**src/design/ppp_hdlc_pkg.sv**
```systemverilog
package ppp_hdlc_pkg;

   // Line codes
   localparam logic [7:0] FLAG_BYTE = 8'h7e;
   localparam logic [7:0] ESC_BYTE  = 8'h7d;
   localparam logic [7:0] ESC_XOR   = 8'h20;
   localparam logic [7:0] ADDR_BYTE = 8'hff;
   localparam logic [7:0] CTRL_BYTE = 8'h03;

   // FCS-16, reflected
   localparam logic [15:0] FCS_INIT = 16'hffff;
   localparam logic [15:0] FCS_GOOD = 16'hf0b8;
   localparam logic [15:0] FCS_POLY = 16'h8408;

   localparam int STATUS_W = 3;
   localparam int LENGTH_W = 12;

   // Frame status codes
   localparam logic [STATUS_W-1:0] ST_GOOD     = 3'd0;
   localparam logic [STATUS_W-1:0] ST_SHORT    = 3'd1;
   localparam logic [STATUS_W-1:0] ST_BAD_FCS  = 3'd2;
   localparam logic [STATUS_W-1:0] ST_OVERLONG = 3'd3;
   localparam logic [STATUS_W-1:0] ST_EMPTY    = 3'd4;

   // Operation passed from the front to the back
   typedef struct packed {
      logic       is_flag;     // closing flag
      logic       esc_pending; // escape dropped at this flag
      logic [7:0] data;        // decoded byte
   } op_type;

   // One byte step of the FCS
   function automatic logic [15:0] fcs_step(input logic [15:0] fcs, input logic [7:0] b);
      logic [15:0] acc;
      acc = fcs ^ {8'h00, b};
      for (int k = 0; k < 8; k++) begin
         if (acc[0]) begin
            acc = (acc >> 1) ^ FCS_POLY;
         end else begin
            acc = acc >> 1;
         end
      end
      return acc;
   endfunction

endpackage

```
**src/design/ppp_hdlc_if.sv**
```systemverilog
interface ppp_hdlc_req_if;
   logic       valid;
   logic       ready;
   logic [7:0] rx_byte;
   modport source (output valid, output rx_byte, input ready);
   modport sink (input valid, input rx_byte, output ready);
endinterface

interface ppp_hdlc_rsp_if;
   logic                               valid;
   logic                               ready;
   logic                               is_frame_end;
   logic [7:0]                         data_byte;
   logic [ppp_hdlc_pkg::STATUS_W-1:0]  frame_status;
   logic [ppp_hdlc_pkg::LENGTH_W-1:0]  payload_length;
   modport source (output valid, output is_frame_end, output data_byte,
                   output frame_status, output payload_length, input ready);
   modport sink (input valid, input is_frame_end, input data_byte,
                 input frame_status, input payload_length, output ready);
endinterface

interface ppp_hdlc_csr_if;
   logic valid;
   logic ready;
   logic strip_address_control;
   modport source (output valid, output strip_address_control, input ready);
   modport sink (input valid, input strip_address_control, output ready);
endinterface

```
**src/design/ppp_async_hdlc_deframer_unit.sv**
```systemverilog
// Throughput: one line byte per cycle, sustained while rsp_chan.ready stays high.
// A closing flag reaches its end transfer through the front decode into a
// two-entry queue, then the back FCS/length stage into the result register;
// payload bytes come out two decoded bytes behind the line.
// Reset (synchronous, active high): hunt for the first flag, FCS at 0xffff,
// queue and result register empty, address/control strip option set to 1.
module ppp_async_hdlc_deframer_unit #(
   parameter int MAX_FRAME = 2048
) (
   input  logic              clock,
   input  logic              reset,
   ppp_hdlc_req_if.sink      req_chan,
   ppp_hdlc_rsp_if.source    rsp_chan,
   ppp_hdlc_csr_if.sink      csr_chan
);

   logic                  strip_cfg_ff, strip_cfg_in;
   logic                  q_push;
   logic                  q_full;
   logic                  q_pop;
   logic                  q_valid;
   ppp_hdlc_pkg::op_type  q_in_op;
   ppp_hdlc_pkg::op_type  q_head_op;

   // Configuration register write
   assign csr_chan.ready = 1'b1;
   assign strip_cfg_in   = (csr_chan.valid && csr_chan.ready) ?
                           csr_chan.strip_address_control : strip_cfg_ff;

   always_ff @(posedge clock) begin
      if (reset) begin
         strip_cfg_ff <= 1'b1;
      end else begin
         strip_cfg_ff <= strip_cfg_in;
      end
   end

   ppp_hdlc_front u_front (
      .clock    (clock),
      .reset    (reset),
      .req_chan (req_chan),
      .q_full   (q_full),
      .q_push   (q_push),
      .q_op     (q_in_op)
   );

   ppp_hdlc_queue u_queue (
      .clock      (clock),
      .reset      (reset),
      .push       (q_push),
      .push_op    (q_in_op),
      .full       (q_full),
      .pop        (q_pop),
      .head_valid (q_valid),
      .head_op    (q_head_op)
   );

   ppp_hdlc_back #(
      .MAX_FRAME (MAX_FRAME)
   ) u_back (
      .clock      (clock),
      .reset      (reset),
      .strip_cfg  (strip_cfg_ff),
      .head_valid (q_valid),
      .head_op    (q_head_op),
      .pop        (q_pop),
      .rsp_chan   (rsp_chan)
   );

endmodule

```
**src/design/ppp_hdlc_front.sv**
```systemverilog
module ppp_hdlc_front (
   input  logic                  clock,
   input  logic                  reset,
   ppp_hdlc_req_if.sink          req_chan,
   input  logic                  q_full,
   output logic                  q_push,
   output ppp_hdlc_pkg::op_type  q_op
);

   logic in_frame_ff, in_frame_in;
   logic esc_ff, esc_in;
   logic accept;

   assign req_chan.ready = !q_full;
   assign accept = req_chan.valid && req_chan.ready;

   // Hunt for the first flag, undo escapes and classify each byte
   always_comb begin
      in_frame_in = in_frame_ff;
      esc_in      = esc_ff;
      q_push      = 1'b0;
      q_op        = '0;
      if (accept) begin
         if (req_chan.rx_byte == ppp_hdlc_pkg::FLAG_BYTE) begin
            if (in_frame_ff) begin
               q_push           = 1'b1;
               q_op.is_flag     = 1'b1;
               q_op.esc_pending = esc_ff;
            end
            in_frame_in = 1'b1;
            esc_in      = 1'b0;
         end else if (in_frame_ff) begin
            if (esc_ff) begin
               q_push    = 1'b1;
               q_op.data = req_chan.rx_byte ^ ppp_hdlc_pkg::ESC_XOR;
               esc_in    = 1'b0;
            end else if (req_chan.rx_byte == ppp_hdlc_pkg::ESC_BYTE) begin
               esc_in = 1'b1;
            end else begin
               q_push    = 1'b1;
               q_op.data = req_chan.rx_byte;
            end
         end
      end
   end

   always_ff @(posedge clock) begin
      if (reset) begin
         in_frame_ff <= 1'b0;
         esc_ff      <= 1'b0;
      end else begin
         in_frame_ff <= in_frame_in;
         esc_ff      <= esc_in;
      end
   end

endmodule

```
**src/design/ppp_hdlc_queue.sv**
```systemverilog
module ppp_hdlc_queue (
   input  logic                  clock,
   input  logic                  reset,
   input  logic                  push,
   input  ppp_hdlc_pkg::op_type  push_op,
   output logic                  full,
   input  logic                  pop,
   output logic                  head_valid,
   output ppp_hdlc_pkg::op_type  head_op
);

   ppp_hdlc_pkg::op_type entry_ff [2];
   logic       wr_ptr_ff, wr_ptr_in;
   logic       rd_ptr_ff, rd_ptr_in;
   logic [1:0] count_ff, count_in;

   assign full       = (count_ff == 2'd2);
   assign head_valid = (count_ff != 2'd0);
   assign head_op    = entry_ff[rd_ptr_ff];

   // Advance pointers and occupancy
   always_comb begin
      wr_ptr_in = wr_ptr_ff;
      rd_ptr_in = rd_ptr_ff;
      count_in  = count_ff;
      if (push) begin
         wr_ptr_in = !wr_ptr_ff;
      end
      if (pop) begin
         rd_ptr_in = !rd_ptr_ff;
      end
      if (push && !pop) begin
         count_in = count_ff + 2'd1;
      end else if (pop && !push) begin
         count_in = count_ff - 2'd1;
      end
   end

   always_ff @(posedge clock) begin
      if (reset) begin
         wr_ptr_ff <= 1'b0;
         rd_ptr_ff <= 1'b0;
         count_ff  <= 2'd0;
      end else begin
         wr_ptr_ff <= wr_ptr_in;
         rd_ptr_ff <= rd_ptr_in;
         count_ff  <= count_in;
      end
   end

   // Store the pushed entry
   always_ff @(posedge clock) begin
      if (push) begin
         entry_ff[wr_ptr_ff] <= push_op;
      end
   end

endmodule

```
**src/design/ppp_hdlc_back.sv**
```systemverilog
module ppp_hdlc_back #(
   parameter int MAX_FRAME = 2048
) (
   input  logic                  clock,
   input  logic                  reset,
   input  logic                  strip_cfg,
   input  logic                  head_valid,
   input  ppp_hdlc_pkg::op_type  head_op,
   output logic                  pop,
   ppp_hdlc_rsp_if.source        rsp_chan
);

   localparam logic [ppp_hdlc_pkg::LENGTH_W-1:0] MaxCount =
      ppp_hdlc_pkg::LENGTH_W'(MAX_FRAME);

   logic [15:0]                        fcs_ff, fcs_in;
   logic [ppp_hdlc_pkg::LENGTH_W-1:0]  count_ff, count_in;
   logic [7:0]                         d0_ff, d0_in, d1_ff, d1_in;
   logic                               strip_ff, strip_in;
   logic                               over_ff, over_in;

   logic                               rsp_valid_ff, rsp_valid_in;
   logic                               rsp_end_ff, rsp_end_in;
   logic [7:0]                         rsp_data_ff, rsp_data_in;
   logic [ppp_hdlc_pkg::STATUS_W-1:0]  rsp_status_ff, rsp_status_in;
   logic [ppp_hdlc_pkg::LENGTH_W-1:0]  rsp_len_ff, rsp_len_in;

   logic [ppp_hdlc_pkg::LENGTH_W-1:0]  len_raw;
   logic [ppp_hdlc_pkg::LENGTH_W-1:0]  len_net;
   logic                               strip_now;

   assign pop = head_valid && (!rsp_valid_ff || rsp_chan.ready);

   assign rsp_chan.valid          = rsp_valid_ff;
   assign rsp_chan.is_frame_end   = rsp_end_ff;
   assign rsp_chan.data_byte      = rsp_data_ff;
   assign rsp_chan.frame_status   = rsp_status_ff;
   assign rsp_chan.payload_length = rsp_len_ff;

   // Payload length at the closing flag, FCS and stripped pair removed
   assign len_raw = count_ff - ppp_hdlc_pkg::LENGTH_W'(2);
   assign len_net = strip_ff ? (len_raw - ppp_hdlc_pkg::LENGTH_W'(2)) : len_raw;

   // Address and control pair seen in the delay line at the third byte
   assign strip_now = strip_ff ||
                      ((count_ff == ppp_hdlc_pkg::LENGTH_W'(2)) && strip_cfg &&
                       (d0_ff == ppp_hdlc_pkg::ADDR_BYTE) &&
                       (d1_ff == ppp_hdlc_pkg::CTRL_BYTE));

   // Carry out one operation per transfer from the queue
   always_comb begin
      fcs_in        = fcs_ff;
      count_in      = count_ff;
      d0_in         = d0_ff;
      d1_in         = d1_ff;
      strip_in      = strip_ff;
      over_in       = over_ff;
      rsp_valid_in  = rsp_valid_ff && !rsp_chan.ready;
      rsp_end_in    = rsp_end_ff;
      rsp_data_in   = rsp_data_ff;
      rsp_status_in = rsp_status_ff;
      rsp_len_in    = rsp_len_ff;
      if (pop) begin
         if (head_op.is_flag) begin
            // Close the frame and report unless it was empty
            if (count_ff != '0 || head_op.esc_pending || over_ff) begin
               rsp_valid_in = 1'b1;
               rsp_end_in   = 1'b1;
               rsp_data_in  = 8'h00;
               rsp_len_in   = '0;
               if (over_ff) begin
                  rsp_status_in = ppp_hdlc_pkg::ST_OVERLONG;
               end else if (count_ff < ppp_hdlc_pkg::LENGTH_W'(4)) begin
                  rsp_status_in = ppp_hdlc_pkg::ST_SHORT;
               end else if (fcs_ff != ppp_hdlc_pkg::FCS_GOOD) begin
                  rsp_status_in = ppp_hdlc_pkg::ST_BAD_FCS;
               end else if (strip_ff && len_net < ppp_hdlc_pkg::LENGTH_W'(2)) begin
                  rsp_status_in = ppp_hdlc_pkg::ST_EMPTY;
               end else begin
                  rsp_status_in = ppp_hdlc_pkg::ST_GOOD;
                  rsp_len_in    = len_net;
               end
            end
            fcs_in   = ppp_hdlc_pkg::FCS_INIT;
            count_in = '0;
            d0_in    = 8'h00;
            d1_in    = 8'h00;
            strip_in = 1'b0;
            over_in  = 1'b0;
         end else if (!over_ff) begin
            if (count_ff >= MaxCount) begin
               over_in = 1'b1;
            end else begin
               fcs_in   = ppp_hdlc_pkg::fcs_step(fcs_ff, head_op.data);
               strip_in = strip_now;
               d0_in    = d1_ff;
               d1_in    = head_op.data;
               count_in = count_ff + ppp_hdlc_pkg::LENGTH_W'(1);
               // Release the byte leaving the delay line
               if (count_ff >= ppp_hdlc_pkg::LENGTH_W'(2) &&
                   !(strip_now && count_ff < ppp_hdlc_pkg::LENGTH_W'(4))) begin
                  rsp_valid_in  = 1'b1;
                  rsp_end_in    = 1'b0;
                  rsp_data_in   = d0_ff;
                  rsp_status_in = ppp_hdlc_pkg::ST_GOOD;
                  rsp_len_in    = '0;
               end
            end
         end
      end
   end

   always_ff @(posedge clock) begin
      if (reset) begin
         fcs_ff       <= ppp_hdlc_pkg::FCS_INIT;
         count_ff     <= '0;
         d0_ff        <= 8'h00;
         d1_ff        <= 8'h00;
         strip_ff     <= 1'b0;
         over_ff      <= 1'b0;
         rsp_valid_ff <= 1'b0;
      end else begin
         fcs_ff       <= fcs_in;
         count_ff     <= count_in;
         d0_ff        <= d0_in;
         d1_ff        <= d1_in;
         strip_ff     <= strip_in;
         over_ff      <= over_in;
         rsp_valid_ff <= rsp_valid_in;
      end
   end

   // Hold the result payload
   always_ff @(posedge clock) begin
      rsp_end_ff    <= rsp_end_in;
      rsp_data_ff   <= rsp_data_in;
      rsp_status_ff <= rsp_status_in;
      rsp_len_ff    <= rsp_len_in;
   end

endmodule

```
**src/flat_wrapper.sv**
```systemverilog
// flat-port wrapper written by rule: the top's interface ports become plain ports
module ppp_async_hdlc_deframer_unit_flat 
#(
   parameter int MAX_FRAME = 2048
)
  (clock, reset, req_chan_valid, req_chan_rx_byte, req_chan_ready, rsp_chan_valid, rsp_chan_is_frame_end, rsp_chan_data_byte, rsp_chan_frame_status, rsp_chan_payload_length, rsp_chan_ready, csr_chan_valid, csr_chan_strip_address_control, csr_chan_ready);
  ppp_hdlc_req_if req_chan_i ();
  ppp_hdlc_rsp_if rsp_chan_i ();
  ppp_hdlc_csr_if csr_chan_i ();
  input  logic clock;
  input  logic reset;
  input wire logic [$bits(req_chan_i.valid)-1:0] req_chan_valid;
  input wire logic [$bits(req_chan_i.rx_byte)-1:0] req_chan_rx_byte;
  output wire logic [$bits(req_chan_i.ready)-1:0] req_chan_ready;
  output wire logic [$bits(rsp_chan_i.valid)-1:0] rsp_chan_valid;
  output wire logic [$bits(rsp_chan_i.is_frame_end)-1:0] rsp_chan_is_frame_end;
  output wire logic [$bits(rsp_chan_i.data_byte)-1:0] rsp_chan_data_byte;
  output wire logic [$bits(rsp_chan_i.frame_status)-1:0] rsp_chan_frame_status;
  output wire logic [$bits(rsp_chan_i.payload_length)-1:0] rsp_chan_payload_length;
  input wire logic [$bits(rsp_chan_i.ready)-1:0] rsp_chan_ready;
  input wire logic [$bits(csr_chan_i.valid)-1:0] csr_chan_valid;
  input wire logic [$bits(csr_chan_i.strip_address_control)-1:0] csr_chan_strip_address_control;
  output wire logic [$bits(csr_chan_i.ready)-1:0] csr_chan_ready;
  assign req_chan_i.valid = req_chan_valid;
  assign req_chan_i.rx_byte = req_chan_rx_byte;
  assign req_chan_ready = req_chan_i.ready;
  assign rsp_chan_valid = rsp_chan_i.valid;
  assign rsp_chan_is_frame_end = rsp_chan_i.is_frame_end;
  assign rsp_chan_data_byte = rsp_chan_i.data_byte;
  assign rsp_chan_frame_status = rsp_chan_i.frame_status;
  assign rsp_chan_payload_length = rsp_chan_i.payload_length;
  assign rsp_chan_i.ready = rsp_chan_ready;
  assign csr_chan_i.valid = csr_chan_valid;
  assign csr_chan_i.strip_address_control = csr_chan_strip_address_control;
  assign csr_chan_ready = csr_chan_i.ready;
  ppp_async_hdlc_deframer_unit #(.MAX_FRAME(MAX_FRAME)) u_core (.clock(clock), .reset(reset), .req_chan(req_chan_i), .rsp_chan(rsp_chan_i), .csr_chan(csr_chan_i));
endmodule
```
**config.mk**
```make
export PLATFORM = sky130hd
export DESIGN_NAME = ppp_async_hdlc_deframer_unit_flat
export DESIGN_NICKNAME = d
export VERILOG_FILES = /design/src/design/ppp_hdlc_pkg.sv /design/src/design/ppp_hdlc_if.sv /design/src/design/ppp_async_hdlc_deframer_unit.sv /design/src/design/ppp_hdlc_front.sv /design/src/design/ppp_hdlc_queue.sv /design/src/design/ppp_hdlc_back.sv /design/src/flat_wrapper.sv
export SDC_FILE = /design/constraint.sdc
export NUM_CORES = 1
export LEC_CHECK = 0
export ABC_AREA = 1
export BUFFER_PORTS_ARGS = -buffer_cell sky130_fd_sc_hd__buf_2
export CORE_MARGIN = 5
export CORE_UTILIZATION = 55
export DETAILED_ROUTE_END_ITERATION = 16
export PLACE_DENSITY_LB_ADDON = 0.15
export SLEW_MARGIN = 20
export SYNTH_ARGS = -nofsm -noshare
export SYNTH_HDL_FRONTEND = slang
export SYNTH_SLANG_ARGS = --single-unit
```
**constraint.sdc**
```tcl
create_clock -name clock -period 2.6 [get_ports clock]
set_clock_uncertainty 0.15 [all_clocks]
set_input_delay 0.52 -clock clock [delete_from_list [all_inputs] [get_ports clock]]
set_output_delay 0.52 -clock clock [all_outputs]
set_load 0.005 [all_outputs]
```
# Yosys cells after proc, flatten, opt, wreduce, memory -nomap -nowiden
# Memory sizes are Yosys's and may differ from the RTL's. A register that Yosys moved wholly into a read port is not among the register bits.
# Index checks and enable logic that the tools add are counted.
# totals
ff_bits,78
ramBits,20
in_bits,14
word_cells,191
n_memories,1
# memory_table
memory,words,width,rd,rd_ports_with_merged_regs,wr,line,source
u_core.u_queue.entry_ff,2,10,1,1,1,ppp_hdlc_queue.sv:12,ppp_hdlc_pkg::op_type entry_ff [2];
# op_classes
n_addsub,5
n_lt_le_gt_ge,4
eq_ne,10
n_mux,112
bitwise,10
n_reduce_logical,32
# ops
operator,n
16-bit 2-to-1 mux,39
12-bit 2-to-1 mux,13
8-bit 2-to-1 mux,15
1-bit 2-to-1 mux,31
3-bit 2-to-1 mux,9
2-bit inverter with 3-bit output,8
12-bit by 2-bit subtractor with 12-bit output (second input constant),2
8-bit by 7-bit == test with 1-bit output (second input constant),2
16-bit != test (second input constant),1
16-bit by 8-bit XOR with 16-bit output,1
12-bit by 1-bit adder with 12-bit output (second input constant),1
12-bit by 2-bit == test with 1-bit output (second input constant),1
12-bit greater-or-equal comparator (second input constant),1
12-bit by 2-bit greater-or-equal comparator with 1-bit output (second input constant),1
12-bit by 2-bit less-than comparator with 1-bit output (second input constant),1
12-bit by 3-bit less-than comparator with 1-bit output (second input constant),1
12-bit nonzero test,1
1-bit logical AND,11
10-bit 2-to-1 mux,1
8-bit by 2-bit == test with 1-bit output (second input constant),1
8-bit == test (second input constant),1
1-bit zero test,8
2-bit 2-to-1 mux,4
2-bit nonzero test,4
10 further kinds,15

# Longest topological paths before layout
# Gate-level depths: netlist of run 1.
# depth
ltp_word,48
depth_mapped,17

# Cells and area by module
# From an unflattened synthesis of run 1, not the netlist that was laid out.
# hier_totals
hier_cells,590
area_unflattened_um2,4927.2
# modules_own_cells
mod,instances,cells_each,area_each_um2
ppp_hdlc_back,1,466,3595.9
ppp_hdlc_queue,1,64,991.0
ppp_hdlc_front,1,52,281.5
ppp_async_hdlc_deframer_unit,1,8,58.8

# Worst setup path after synthesis of run 1
# No wires, ideal clock.
# synth_path
path_kind,register to register
startpoint,register u_core.u_back.count_ff[1] in the netlist's numbering
endpoint,register u_core.u_back.rsp_len_ff (netlist bit u_core.u_back.rsp_chan.payload_length[10]) (data pin)
setup_ps,253
t_arrival_ps,1997
required_ps,2197
setup_slack_ps,200
stages_incl_launch_ff,17
path_buffers,1
synth_period_minus_slack_ps,2400
path_cell_list,dfxtp_1 inv_2 ha_1 inv_1 nor2_1 inv_1 nor2_4 nand2_1 nor2_2 nand2_1 nand2_1 nand3_2 nor2_2 nand3_2 nand2_2 buf_6 nor2_1
# synth_between
elab_chain_cells,11
word_cells_on_any_way,12
cone_classes,add/sub (2); order compare (2); mux (7); reduce/logical (1)
# synth_lines
element,line,source
"start, declared",ppp_hdlc_back.sv:17,"logic [ppp_hdlc_pkg::LENGTH_W-1:0] count_ff, count_in;"
"start signal, assigned",ppp_hdlc_back.sv:124,count_ff <= count_in;
12-bit by 2-bit subtractor with 12-bit output,ppp_hdlc_back.sv:41,assign len_raw = count_ff - ppp_hdlc_pkg::LENGTH_W'(2);
12-bit by 2-bit subtractor with 12-bit output,ppp_hdlc_back.sv:42,assign len_net = strip_ff ? (len_raw - ppp_hdlc_pkg::LENGTH_W'(2)) : len_raw;
12-bit 2-to-1 mux,ppp_hdlc_back.sv:42,
12-bit by 2-bit less-than comparator with 1-bit output,ppp_hdlc_back.sv:77,end else if (strip_ff && len_net < ppp_hdlc_pkg::LENGTH_W'(2)) begin
1-bit logical AND,ppp_hdlc_back.sv:77,
12-bit 2-to-1 mux,ppp_hdlc_back.sv:77,
12-bit 2-to-1 mux,ppp_hdlc_back.sv:75,end else if (fcs_ff != ppp_hdlc_pkg::FCS_GOOD) begin
12-bit 2-to-1 mux *,ppp_hdlc_back.sv:73,end else if (count_ff < ppp_hdlc_pkg::LENGTH_W'(4)) begin
12-bit 2-to-1 mux *,ppp_hdlc_back.sv:71,if (over_ff) begin
12-bit 2-to-1 mux *,ppp_hdlc_back.sv:66,if (count_ff != '0 || head_op.esc_pending || over_ff) begin
12-bit 2-to-1 mux *,ppp_hdlc_back.sv:64,if (head_op.is_flag) begin
"end signal, assigned",ppp_hdlc_back.sv:138,rsp_len_ff <= rsp_len_in;
"end, declared",ppp_hdlc_back.sv:26,"logic [ppp_hdlc_pkg::LENGTH_W-1:0] rsp_len_ff, rsp_len_in;"
# Every way passes the cells marked *; elsewhere a longest branch is shown, timed or not. The select of a mux whose other input is x is not followed.
# A chain may end at the register's enable or synchronous reset.

# Final worst setup path of run 1
# layout_path
startpoint,register u_core.u_back.count_ff[2] in the netlist's numbering
endpoint,register u_core.u_back.rsp_len_ff (netlist bit u_core.u_back.rsp_chan.payload_length[9]) (data pin)
# Same word-level chain as after synthesis.

==> key figures, run 1 <==
Run status
  • Status: finished, final reports clean

Drt
  • ANT nets after route: 0
  • Wire length per cell: 13.11 um
  • WL final: 9978 um
  • Iteration-0 DRC count of the detailed router: 197
  • Via count: 3,938
  • DRC viols: 0
  • Via density: 5.175
  • First-pass DRT Iterations: 5

Yosys
  • Ys flop type: dfxtp_1
  • Async set-reset flop share out of synthesis: 0%
  • Ys Warns: 0
  • Synth top area share: 27.14%
  • Largest cells by area after synthesis: edfxtp_1 27%, dfxtp_1 23%, nand2_1 9.2%
  • Most numerous cell in the Yosys netlist: nand2_1
  • EDFF count, synth: 44
  • #FFs+latches synth: 99
  • Syn_nets: 618
  • Seq/Total Area, Yosys: 49.76%
  • Synth area leader: edfxtp_1
  • Synthesized area per cell: 8.155 sq um
  • Synth cell types: 39
  • Commonest cells post-synth: 119 x nand2_1, 94 x inv_1, 55 x dfxtp_1, 52 x nor2_1, 44 x edfxtp_1
  • Gate Count Post-Synth: 597
  • Cell Area, Synth: 0.004868 sq mm

Power and ir drop
  • VDD IR max: 0.0005045 V
  • Internal: 0.003124 W
  • Reg power frac: 41.4%
  • Pwr per Cell Area: 919.3 mW/mm^2
  • Gate power share: 39.1%
  • Clock share of power: 19.5%
  • Net switching power: 0.001916 W
  • Leak: 2.384 nW
  • Switch share: 38.02%
  • Power Total: 0.005040 W

Final layout
  • Fill count: 798
  • Nets: 670
  • Number of diodes: 0
  • Layout cells sized above 1: 17.30%
  • FF+latch area: 0.002422 sq mm
  • Synth-to-Final Area Change: 12.62%
  • Area of the multi-input gates: 0.002004 sq mm
  • Fin util: 63.18%

Clock network
  • TritonCTS clock tree: yes
  • Clock sink count: 99
  • Clk Latency, worst-skew pair: 0.35 ns
  • Worst-path clk slew: 0.09 ns
  • # H-tree levels: 3
  • Root Buffer: clkbuf_8
  • Inserted Clock Buffers: 9
  • Clk buf depth: 2

Die
  • Full die area: 0.01083 sq mm
  • Die width: 104.1 um
  • # rows: 34
  • Die height: 104.1 um
  • Boundary pin count: 41
  • Core Footprint: 0.008678 sq mm
  • Initial Util: 56.10%

STA
  • FMAX: 422.1 MHz
  • Fin crit period: 2.369 ns
  • Hold Fails Final Rpt: 0
  • Max-slew violation count: 0
  • Slew of the pin with the lowest slew margin: 0.5850 ns
  • Hold Slack: 0.2124 ns
  • RSZ-0062 raised after global routing: no
  • Setup violators final: 0
  • Final period util: 91.12%
  • Total negative slack: 0 ns
  • Slew margin rel.: 60.70%

Critical path
  • Nature of the critical path endpoint: flop
  • CP max-delay cell: dfxtp_1
  • Crit-path max FO: 12
  • CP required: 2.55 ns
  • Critical path class: flop to flop
  • Crit path buffers/inverters: 3
  • Kind of cell adding the most delay to the critical path: simple AND/OR/NAND/NOR gates
  • Reg-to-reg startpoint: u_core.u_back.count_ff[2]$_SDFFE_PP0P_
  • Critical-path cell list: inv_1, ha_4, inv_1, nor2_1, inv_1, nor2_4, nand2_1, nor2_2, nand2_1, nand2_1, nand3_2, nor2_2, nand3_2, nand2_4, nor2_1
  • R2R cell count: 15
  • Worst Path Arrival: 2.32 ns
  • Reg-to-Reg End: u_core.u_back.rsp_chan.payload_length[9]$_SDFFCE_PP0P_
  • CP max stage delay: 0.34 ns
  • R2R setup slack: 0.23 ns
  • Startpoint Class: flop

GRT
  • GRT overflow: 0
  • Initial antenna violation count: 0
  • Total track usage: 18.79%
  • First-pass GRT wire length: 17,210 um
  • Largest net degree at the start of global routing: 30
  • Vias in the first global route: 3,748

Place
  • Post-DP HPWL: 7734 um
  • Port Buf Inserts: 39
  • Final Wtd Congestion: 0.8988

Hold path
  • Hold Crit Class: input port to flop
  • Hold Startpoint: csr_chan_valid
  • Hold path depth: 2
  • Hold EP: u_core.strip_cfg_ff$_SDFFE_PP1P_

Run
  • Max-capacitance violation count: 0
what timing repair did:
action / in CTS / in global routing
hold buffers: 0 / 0
setup buffers: 0 / 0
endpoints found under the setup margin: 0 / 12
resized for setup: 0 / 3
area by class of cell:
class / count / share of cell area (%)
Clock buffer: 10 / 2.510
Clock inverter: 5 / 1.118
Inverter: 101 / 6.915
Multi-Input combinational cell: 381 / 36.56
Sequential cell: 99 / 44.18
Tap cell: 108 / 2.465
Timing Repair Buffer: 57 / 6.253
cells in the final DEF (no fill, tap or decap), types with 2 or more instances in the layout:
cell	netlist	layout
ha_1	7	6
nand2_2	9	8
nor2_2	13	13
inv_2	7	7
o21ai_0	19	19
nor3_1	11	11
nand4_1	14	14
inv_1	94	94
nor4_1	7	7
o21ai_1	2	2
dfxtp_1	55	55
nand2_4	2	3
o22ai_1	27	27
nor2_1	52	52
a21oi_1	31	31
nand2_1	119	119
edfxtp_1	44	44
a21o_1	3	3
nor2_4	4	4
inv_6	0	2
buf_2	7	39
xnor2_1	7	7
and2_1	2	2
nand3_1	27	27
buf_4	1	17
clkbuf_8	0	10
nand3_2	4	4
xor2_1	11	11
state kept, by name (all words and copies together), names as in the netlist, named ones only:
| register | flops |
|---|---|
| u_core.u_back.d1_ff | 8 |
| u_core.u_back.count_ff | 12 |
| u_core.u_back.rsp_chan.payload_length | 12 |
| u_core.u_back.rsp_chan.data_byte | 8 |
| u_core.u_back.rsp_chan.is_frame_end | 1 |
| u_core.u_queue.entry_ff | 20 |
| u_core.u_back.fcs_ff | 16 |
| u_core.u_queue.count_ff | 2 |
| u_core.u_queue.wr_ptr_ff | 1 |
| u_core.strip_cfg_ff | 1 |
| u_core.u_back.strip_ff | 1 |
| u_core.u_back.over_ff | 1 |
| u_core.u_back.rsp_chan.valid | 1 |
| u_core.u_queue.rd_ptr_ff | 1 |
| u_core.u_back.d0_ff | 8 |
| u_core.u_back.rsp_chan.frame_status | 3 |
| u_core.u_front.esc_ff | 1 |
| u_core.u_front.in_frame_ff | 1 |
power by group through the flow:
| stage | Clock, W | Sequential [W] | Combinational [W] |
|---|---|---|---|
| CTS | 0.00101 | 0.00209 | 0.00196 |
| floorplan | 0 | 0.00207 | 0.00137 |
| global placement | 0 | 0.00211 | 0.00190 |
| global route | 0.00107 | 0.00212 | 0.00221 |
| finish | 0.000982 | 0.00209 | 0.00197 |
| detailed placement | 0 | 0.00212 | 0.00195 |
worst register-to-register path, cell delays in order (launching register included):
cell	delay, ns
dfxtp_1	0.34
inv_1	0.10
ha_4	0.28
inv_1	0.05
nor2_1	0.14
inv_1	0.10
nor2_4	0.11
nand2_1	0.09
nor2_2	0.10
nand2_1	0.06
nand2_1	0.08
nand3_2	0.07
nor2_2	0.12
nand3_2	0.11
nand2_4	0.17
nor2_1	0.06
worst max path at each step:
stage                                           start                                                       to  slack [ns]  cells past startpoint
3_3_place_gp   u_core.u_back.count_ff[2]$_SDFFE_PP0P_   u_core.u_back.rsp_chan.payload_length[9]$_SDFFCE_PP0P_        0.24                     15
5_1_grt        u_core.u_back.count_ff[2]$_SDFFE_PP0P_   u_core.u_back.rsp_chan.payload_length[9]$_SDFFCE_PP0P_        0.02                     15
3_5_place_dp   u_core.u_back.count_ff[2]$_SDFFE_PP0P_   u_core.u_back.rsp_chan.payload_length[9]$_SDFFCE_PP0P_        0.15                     15
4_1_cts        u_core.u_back.count_ff[2]$_SDFFE_PP0P_   u_core.u_back.rsp_chan.payload_length[9]$_SDFFCE_PP0P_        0.13                     15
6_report       u_core.u_back.count_ff[2]$_SDFFE_PP0P_   u_core.u_back.rsp_chan.payload_length[9]$_SDFFCE_PP0P_        0.23                     15
2_1_floorplan  u_core.u_back.count_ff[1]$_SDFFE_PP0P_  u_core.u_back.rsp_chan.payload_length[10]$_SDFFCE_PP0P_        0.20                     16
through the flow:
step                      instance area [sq um]  instances  setup slack [ns]
final                                      5483        761            0.2309
after detailed placement                   5266        746            0.1465
after global placement                     5266        746            0.2355
after global routing                       5483        761           0.01859
after floorplan                            4868        597            0.2000
after CTS                                  5465        761            0.1263
cell families (layout without fill, tap and decap cells):
group / after synthesis / in the layout / share of synthesized area (%)
fa+ha+maj: 7 / 7 / 1.799
other cells: 1 / 1 / 0.07703
flops: 99 / 99 / 49.76
simple gates: 270 / 270 / 25.91
xor+xnor: 18 / 18 / 3.238
compound gates: 85 / 85 / 9.792
buf+inv: 117 / 173 / 9.432
routing by layer:
layer | global-route usage (%) | share of wire [%]
met1 | 26.61 | 49
met2 | 29.92 | 46
met3 | 2.731 | 4.2
met4 | 5.643 | 1.3
met5 | 0 | 0
Power figures use the tool's default switching activity.
==> run 2: changes to the inputs <==
RECOVER_POWER = 50   (was not set)
==> key figures, run 2 (same netlist as run 1, synthesis figures left out) <==
Critical path
  • Crit-path max FO: 12
  • Critical path class: flop to flop
  • Crit path buffers/inverters: 3
  • Worst Path Arrival: 2.33 ns
  • Number of cells on the critical path: 15
  • CP required: 2.55 ns
  • CP max-delay cell: dfxtp_1
  • CP max stage delay: 0.34 ns
  • Startpoint Class: flop
  • Nature of the critical path endpoint: flop
  • Critical-path cell list: inv_1, ha_4, inv_1, nor2_1, inv_1, nor2_4, nand2_1, nor2_2, nand2_1, nand2_1, nand3_2, nor2_2, nand3_2, nand2_4, nor2_1
  • R2R cell count: 15
  • Kind of cell adding the most delay to the critical path: simple AND/OR/NAND/NOR gates

Drt
  • Via count: 3,945
  • WL final: 10,000 um
  • First-pass DRT Iterations: 4
  • DRC viols: 0
  • Wire length per cell: 13.14 um
  • ANT nets after route: 0
  • Iteration-0 DRC count of the detailed router: 217
  • Via density: 5.184

GRT
  • Initial antenna violation count: 0
  • Vias in the first global route: 3,748
  • Total track usage: 18.79%
  • Largest net degree at the start of global routing: 30
  • GRT overflow: 0
  • First-pass GRT wire length: 17,210 um

Place
  • DP Worst Slack: 0.1465 ns
  • Final Wtd Congestion: 0.8988
  • Port Buf Inserts: 39
  • Post-DP HPWL: 7734 um

STA
  • Max-slew violation count: 0
  • Hold Slack: 0.2068 ns
  • Fin worst setup slack: 0.2292 ns
  • Total negative slack: 0 ns
  • Fin crit period: 2.371 ns
  • FMAX: 421.8 MHz
  • Setup violators final: 0
  • Slew of the pin with the lowest slew margin: 0.5859 ns
  • Hold Fails Final Rpt: 0
  • RSZ-0062 raised after global routing: no
  • Slew margin rel.: 60.64%
  • Final period util: 91.18%

Clock network
  • Number of hold buffers added after CTS: 0
  • Worst-path clk slew: 0.09 ns
  • TritonCTS clock tree: yes
  • Clk Latency, worst-skew pair: 0.35 ns
  • Root Buffer: clkbuf_8
  • Inserted Clock Buffers: 9
  • Clock sink count: 99
  • # H-tree levels: 3
  • Clk buf depth: 2
  • Setup Fix Bufs, Post-CTS: 0

Hold path
  • Hold Crit Class: input port to flop
  • Hold path depth: 2

Power and ir drop
  • Pwr per Cell Area: 919.4 mW/mm^2
  • Leak: 2.321 nW
  • VDD IR max: 0.0005080 V
  • Power Total: 0.005011 W

Final layout
  • Largest regs: u_core.u_queue.entry_ff (20), u_core.u_back.fcs_ff (16)
  • Layout cells sized above 1: 14.09%
  • Largest reg by FF count: u_core.u_queue.entry_ff
  • Nets: 670
  • Number of diodes: 0
  • Synth-to-Final Area Change: 11.95%
  • Commonest non-fill, non-tap cell in the layout: nand2_1
  • Most frequent cells in the layout: 119 x nand2_1, 95 x inv_1, 55 x dfxtp_1
  • Max FFs per register: 20
  • Fill count: 808

Die
  • Full die area: 0.01083 sq mm
  • Core Footprint: 0.008678 sq mm
  • Die height: 104.1 um
  • Initial Util: 56.10%
  • Boundary pin count: 41
  • # rows: 34
  • Die width: 104.1 um

Run status
  • Status: finished, final reports clean

Run
  • Max-capacitance violation count: 0
run 2: changes by cell type in the layout (fill, tap and decap cells not counted):
cell,before,now
and2_0,0,1
inv_1,94,95
buf_2,39,21
inv_2,7,6
buf_4,17,14
clkbuf_2,0,1
and2_1,2,1
clkbuf_1,0,20
run 2: timing repair:
item	CTS	global route
setup endpoints to repair	0	12
endpoints found under the hold margin	0	0
resized for setup	0	3
run 2: routing by layer:
layer | up-vias | global-route usage [%] | share of wire (%)
met4 | 0 | 5.643 | 1.5
li1 | 2050 | - | -
met3 | 16 | 2.731 | 4.7
met2 | 88 | 29.92 | 45
met5 | - | 0 | 0
met1 | 1791 | 26.61 | 49
run 2: final timing paths:
path,startpoint,to,slack (ns)
hold / removal,csr_chan_valid,u_core.strip_cfg_ff$_SDFFE_PP1P_,0.21
setup / recovery,u_core.u_back.count_ff[2]$_SDFFE_PP0P_,u_core.u_back.rsp_chan.payload_length[9]$_SDFFCE_PP0P_,0.23
hold reg to reg,u_core.u_queue.rd_ptr_ff$_SDFFE_PP0P_,flop,0.31
setup reg to reg,u_core.u_back.count_ff[2]$_SDFFE_PP0P_,u_core.u_back.rsp_chan.payload_length[9]$_SDFFCE_PP0P_,0.23
run 2: through the flow:
step / std cells / area, sq um / utilization, %
after CTS: 761 / 5465 / 62.98
after floorplan: 597 / 4868 / -
after global placement: 746 / 5266 / 60.68
after global routing: 761 / 5450 / 62.80
final: 761 / 5450 / 62.80
after detailed placement: 746 / 5266 / 60.68
run 2: final cells by class:
cell class	count	area, sq um	share of cell area, %
flip-flops and latches	99	2422	44.44
multi-input cells	381	2004	36.78
inverters	101	379.1	6.956
repair buffers	57	310.3	5.693
clock buffers	10	137.6	2.525
well taps	108	135.1	2.479
clock inverters	5	61.31	1.125
run 2: where the power goes:
group	internal [W]	switching, W
clock	0.000473	0.000512
combinational	0.000683	0.00125
sequential	0.00193	0.000157
total	0.00309	0.00192
==> run 3: changes to the inputs <==
ABC_AREA = not set   (was 1)
CORE_MARGIN = 3   (was 5)
clock period = 3 ns   (was 2.6 ns; I/O delays follow)
==> key figures, run 3 <==
Hold path
  • Hold Startpoint: csr_chan_strip_address_control
  • Hold Crit Class: input port to flop

Critical path
  • Reg-to-reg startpoint: u_core.u_back.count_ff[2]$_SDFFE_PP0P_
  • Critical-path cell list: inv_1, ha_1, xor2_1, or4_1, nor3_1, mux2i_1, a32o_1, a311oi_1
  • Startpoint Class: flop
  • Nature of the critical path endpoint: flop
  • Worst Path Arrival: 2.87 ns
  • CP max stage delay: 0.60 ns
  • Crit path buffers/inverters: 1
  • CP max-delay cell: or4_1
  • Setup crit start: u_core.u_back.count_ff[2]$_SDFFE_PP0P_
  • CP required: 3.01 ns
  • Kind of cell adding the most delay to the critical path: simple AND/OR/NAND/NOR gates
  • Critical path class: flop to flop
  • Crit-path max FO: 7

STA
  • Final period util: 95.02%
  • Max-slew violation count: 0
  • Hold Fails Final Rpt: 0
  • Fin crit period: 2.851 ns
  • FMAX: 350.8 MHz
  • Slew margin rel.: 32.78%
  • Setup violators final: 0
  • Slew of the pin with the lowest slew margin: 1.005 ns

Clock network
  • # H-tree levels: 3
  • Root Buffer: clkbuf_8
  • Inserted Clock Buffers: 9
  • Clock sink count: 99
  • TritonCTS clock tree: yes
  • Clk buf depth: 2
  • Worst-path clk slew: 0.10 ns
  • Number of hold buffers added after CTS: 0
  • Clk Latency, worst-skew pair: 0.36 ns

Yosys
  • Synth area leader: edfxtp_1
  • Ys Warns: 0
  • EDFF count, synth: 44
  • Syn_nets: 459
  • Largest cells by area after synthesis: edfxtp_1 29%, dfxtp_1 24%, xnor2_1 5.1%
  • Most numerous cell in the Yosys netlist: dfxtp_1
  • Gate Count Post-Synth: 438
  • Synth top area share: 28.74%
  • Ys flop type: dfxtp_1
  • Synth cell types: 58
  • Seq/Total Area, Yosys: 52.69%
  • Commonest cells post-synth: 55 x dfxtp_1, 48 x nor2_1, 44 x edfxtp_1, 29 x nand2_1
  • Async set-reset flop share out of synthesis: 0%
  • #FFs+latches synth: 99
  • Synthesized area per cell: 10.50 sq um
  • Cell Area, Synth: 0.004597 sq mm

Final layout
  • Nets: 504
  • Largest regs: u_core.u_queue.entry_ff (20), u_core.u_back.fcs_ff (16)
  • Largest reg by FF count: u_core.u_queue.entry_ff
  • Most frequent cells in the layout: 54 x dfxtp_1, 48 x nor2_1, 44 x edfxtp_1
  • Synth-to-Final Area Change: 11.81%
  • Layout cells sized above 1: 14.75%
  • Number of diodes: 0
  • Max FFs per register: 20
  • Commonest non-fill, non-tap cell in the layout: dfxtp_1
  • Fill count: 668
  • Non-filler instance count after layout: 590

GRT
  • Initial antenna violation count: 0
  • Vias in the first global route: 3,057
  • Total track usage: 18.83%
  • Largest net degree at the start of global routing: 25
  • GRT overflow: 0
  • First-pass GRT wire length: 14,590 um

Drt
  • First-pass DRT Iterations: 5
  • Via count: 3,323
  • Via density: 5.632
  • Iteration-0 DRC count of the detailed router: 193
  • ANT nets after route: 0
  • Wire length per cell: 14.96 um
  • DRC viols: 0
  • WL final: 8825 um

Power and ir drop
  • Power Total: 0.003298 W
  • Pwr per Cell Area: 641.7 mW/mm^2
  • Leak: 1.843 nW
  • VDD IR max: 0.0003681 V

Place
  • Placed cells: 574
  • Port Buf Inserts: 39
  • Final Wtd Congestion: 0.8462
  • Post-DP HPWL: 6556 um

Die
  • Full die area: 0.009491 sq mm
  • Core Footprint: 0.007928 sq mm
  • Boundary pin count: 41
  • Die width: 97.42 um
  • Initial Util: 57.99%
  • # rows: 32
  • Die height: 97.42 um

Run
  • Max-capacitance violation count: 0

Run status
  • Status: finished, final reports clean
[run 3: cell count changes after synthesis, moves of 16 or more]
cell     before  now
inv_1        94    7
o22ai_1      27    0
nand2_1     119   29
nand3_1      27    9
xor2_1       11   27
xnor2_1       7   27
[run 3: repair_timing]
item	CTS	global route
buffers inserted	0	0
resized for setup	0	5
endpoints found under the setup margin	0	26
[run 3: metrics by stage]
step	area, sq um	hold WS, ns	setup WS, ns	setup TNS, ns	util [%]
after CTS	5135	0.2835	0.07908	0	64.77
after global placement	4940	0.3090	0.2488	0	62.31
after global routing	5140	0.2828	-0.04100	-0.8227	64.84
after detailed placement	4940	0.3119	0.1133	0	62.31
final	5140	0.2948	0.1493	0	64.84
after floorplan	4597	0.2889	0.08418	0	-
[run 3: where the power goes]
group | switching [W] | internal [W]
combinational | 0.000469 | 0.000310
sequential | 0.000127 | 0.00157
clock | 0.000476 | 0.000342
[run 3: worst paths after layout]
kind	to	slack (ns)	cells past startpoint
setup reg to reg	u_core.u_back.rsp_chan.payload_length[0]$_SDFFCE_PP0P_	0.15	8
hold reg to reg	u_core.u_back.d1_ff[0]$_SDFFE_PP0P_	0.33	2
hold / removal	u_core.strip_cfg_ff$_SDFFE_PP1P_	0.29	2
setup / recovery	u_core.u_back.rsp_chan.payload_length[0]$_SDFFCE_PP0P_	0.15	8
[run 3: layer usage]
metal | GRT usage, % | wire [um]
met1 | 25.87 | 4185
met2 | 29.73 | 3999
met3 | 3.518 | 451
met4 | 7.029 | 189
met5 | 0 | 0
[run 3: final cells by class]
type / instances / area, sq um / area share [%]
tap: 102 / 127.6 / 2.483
inverter: 7 / 26.28 / 0.5112
sequential: 99 / 2424 / 47.15
timing repair buffer: 55 / 299.0 / 5.818
multi-input combinational: 311 / 2068 / 40.24
clock inverter: 6 / 57.56 / 1.120
clock buffer: 10 / 137.6 / 2.678
[run 3: cell families (layout without fill, tap and decap cells)]
group / after synthesis / count (layout) / synth area share (%)
compound gates: 66 / 66 / 9.935
other cells: 1 / 1 / 0.08158
fa+ha+maj: 7 / 7 / 1.905
xor+xnor: 54 / 54 / 10.29
mux: 11 / 11 / 2.422
buf+inv: 28 / 78 / 2.858
flops: 99 / 99 / 52.69
simple gates: 172 / 172 / 19.82
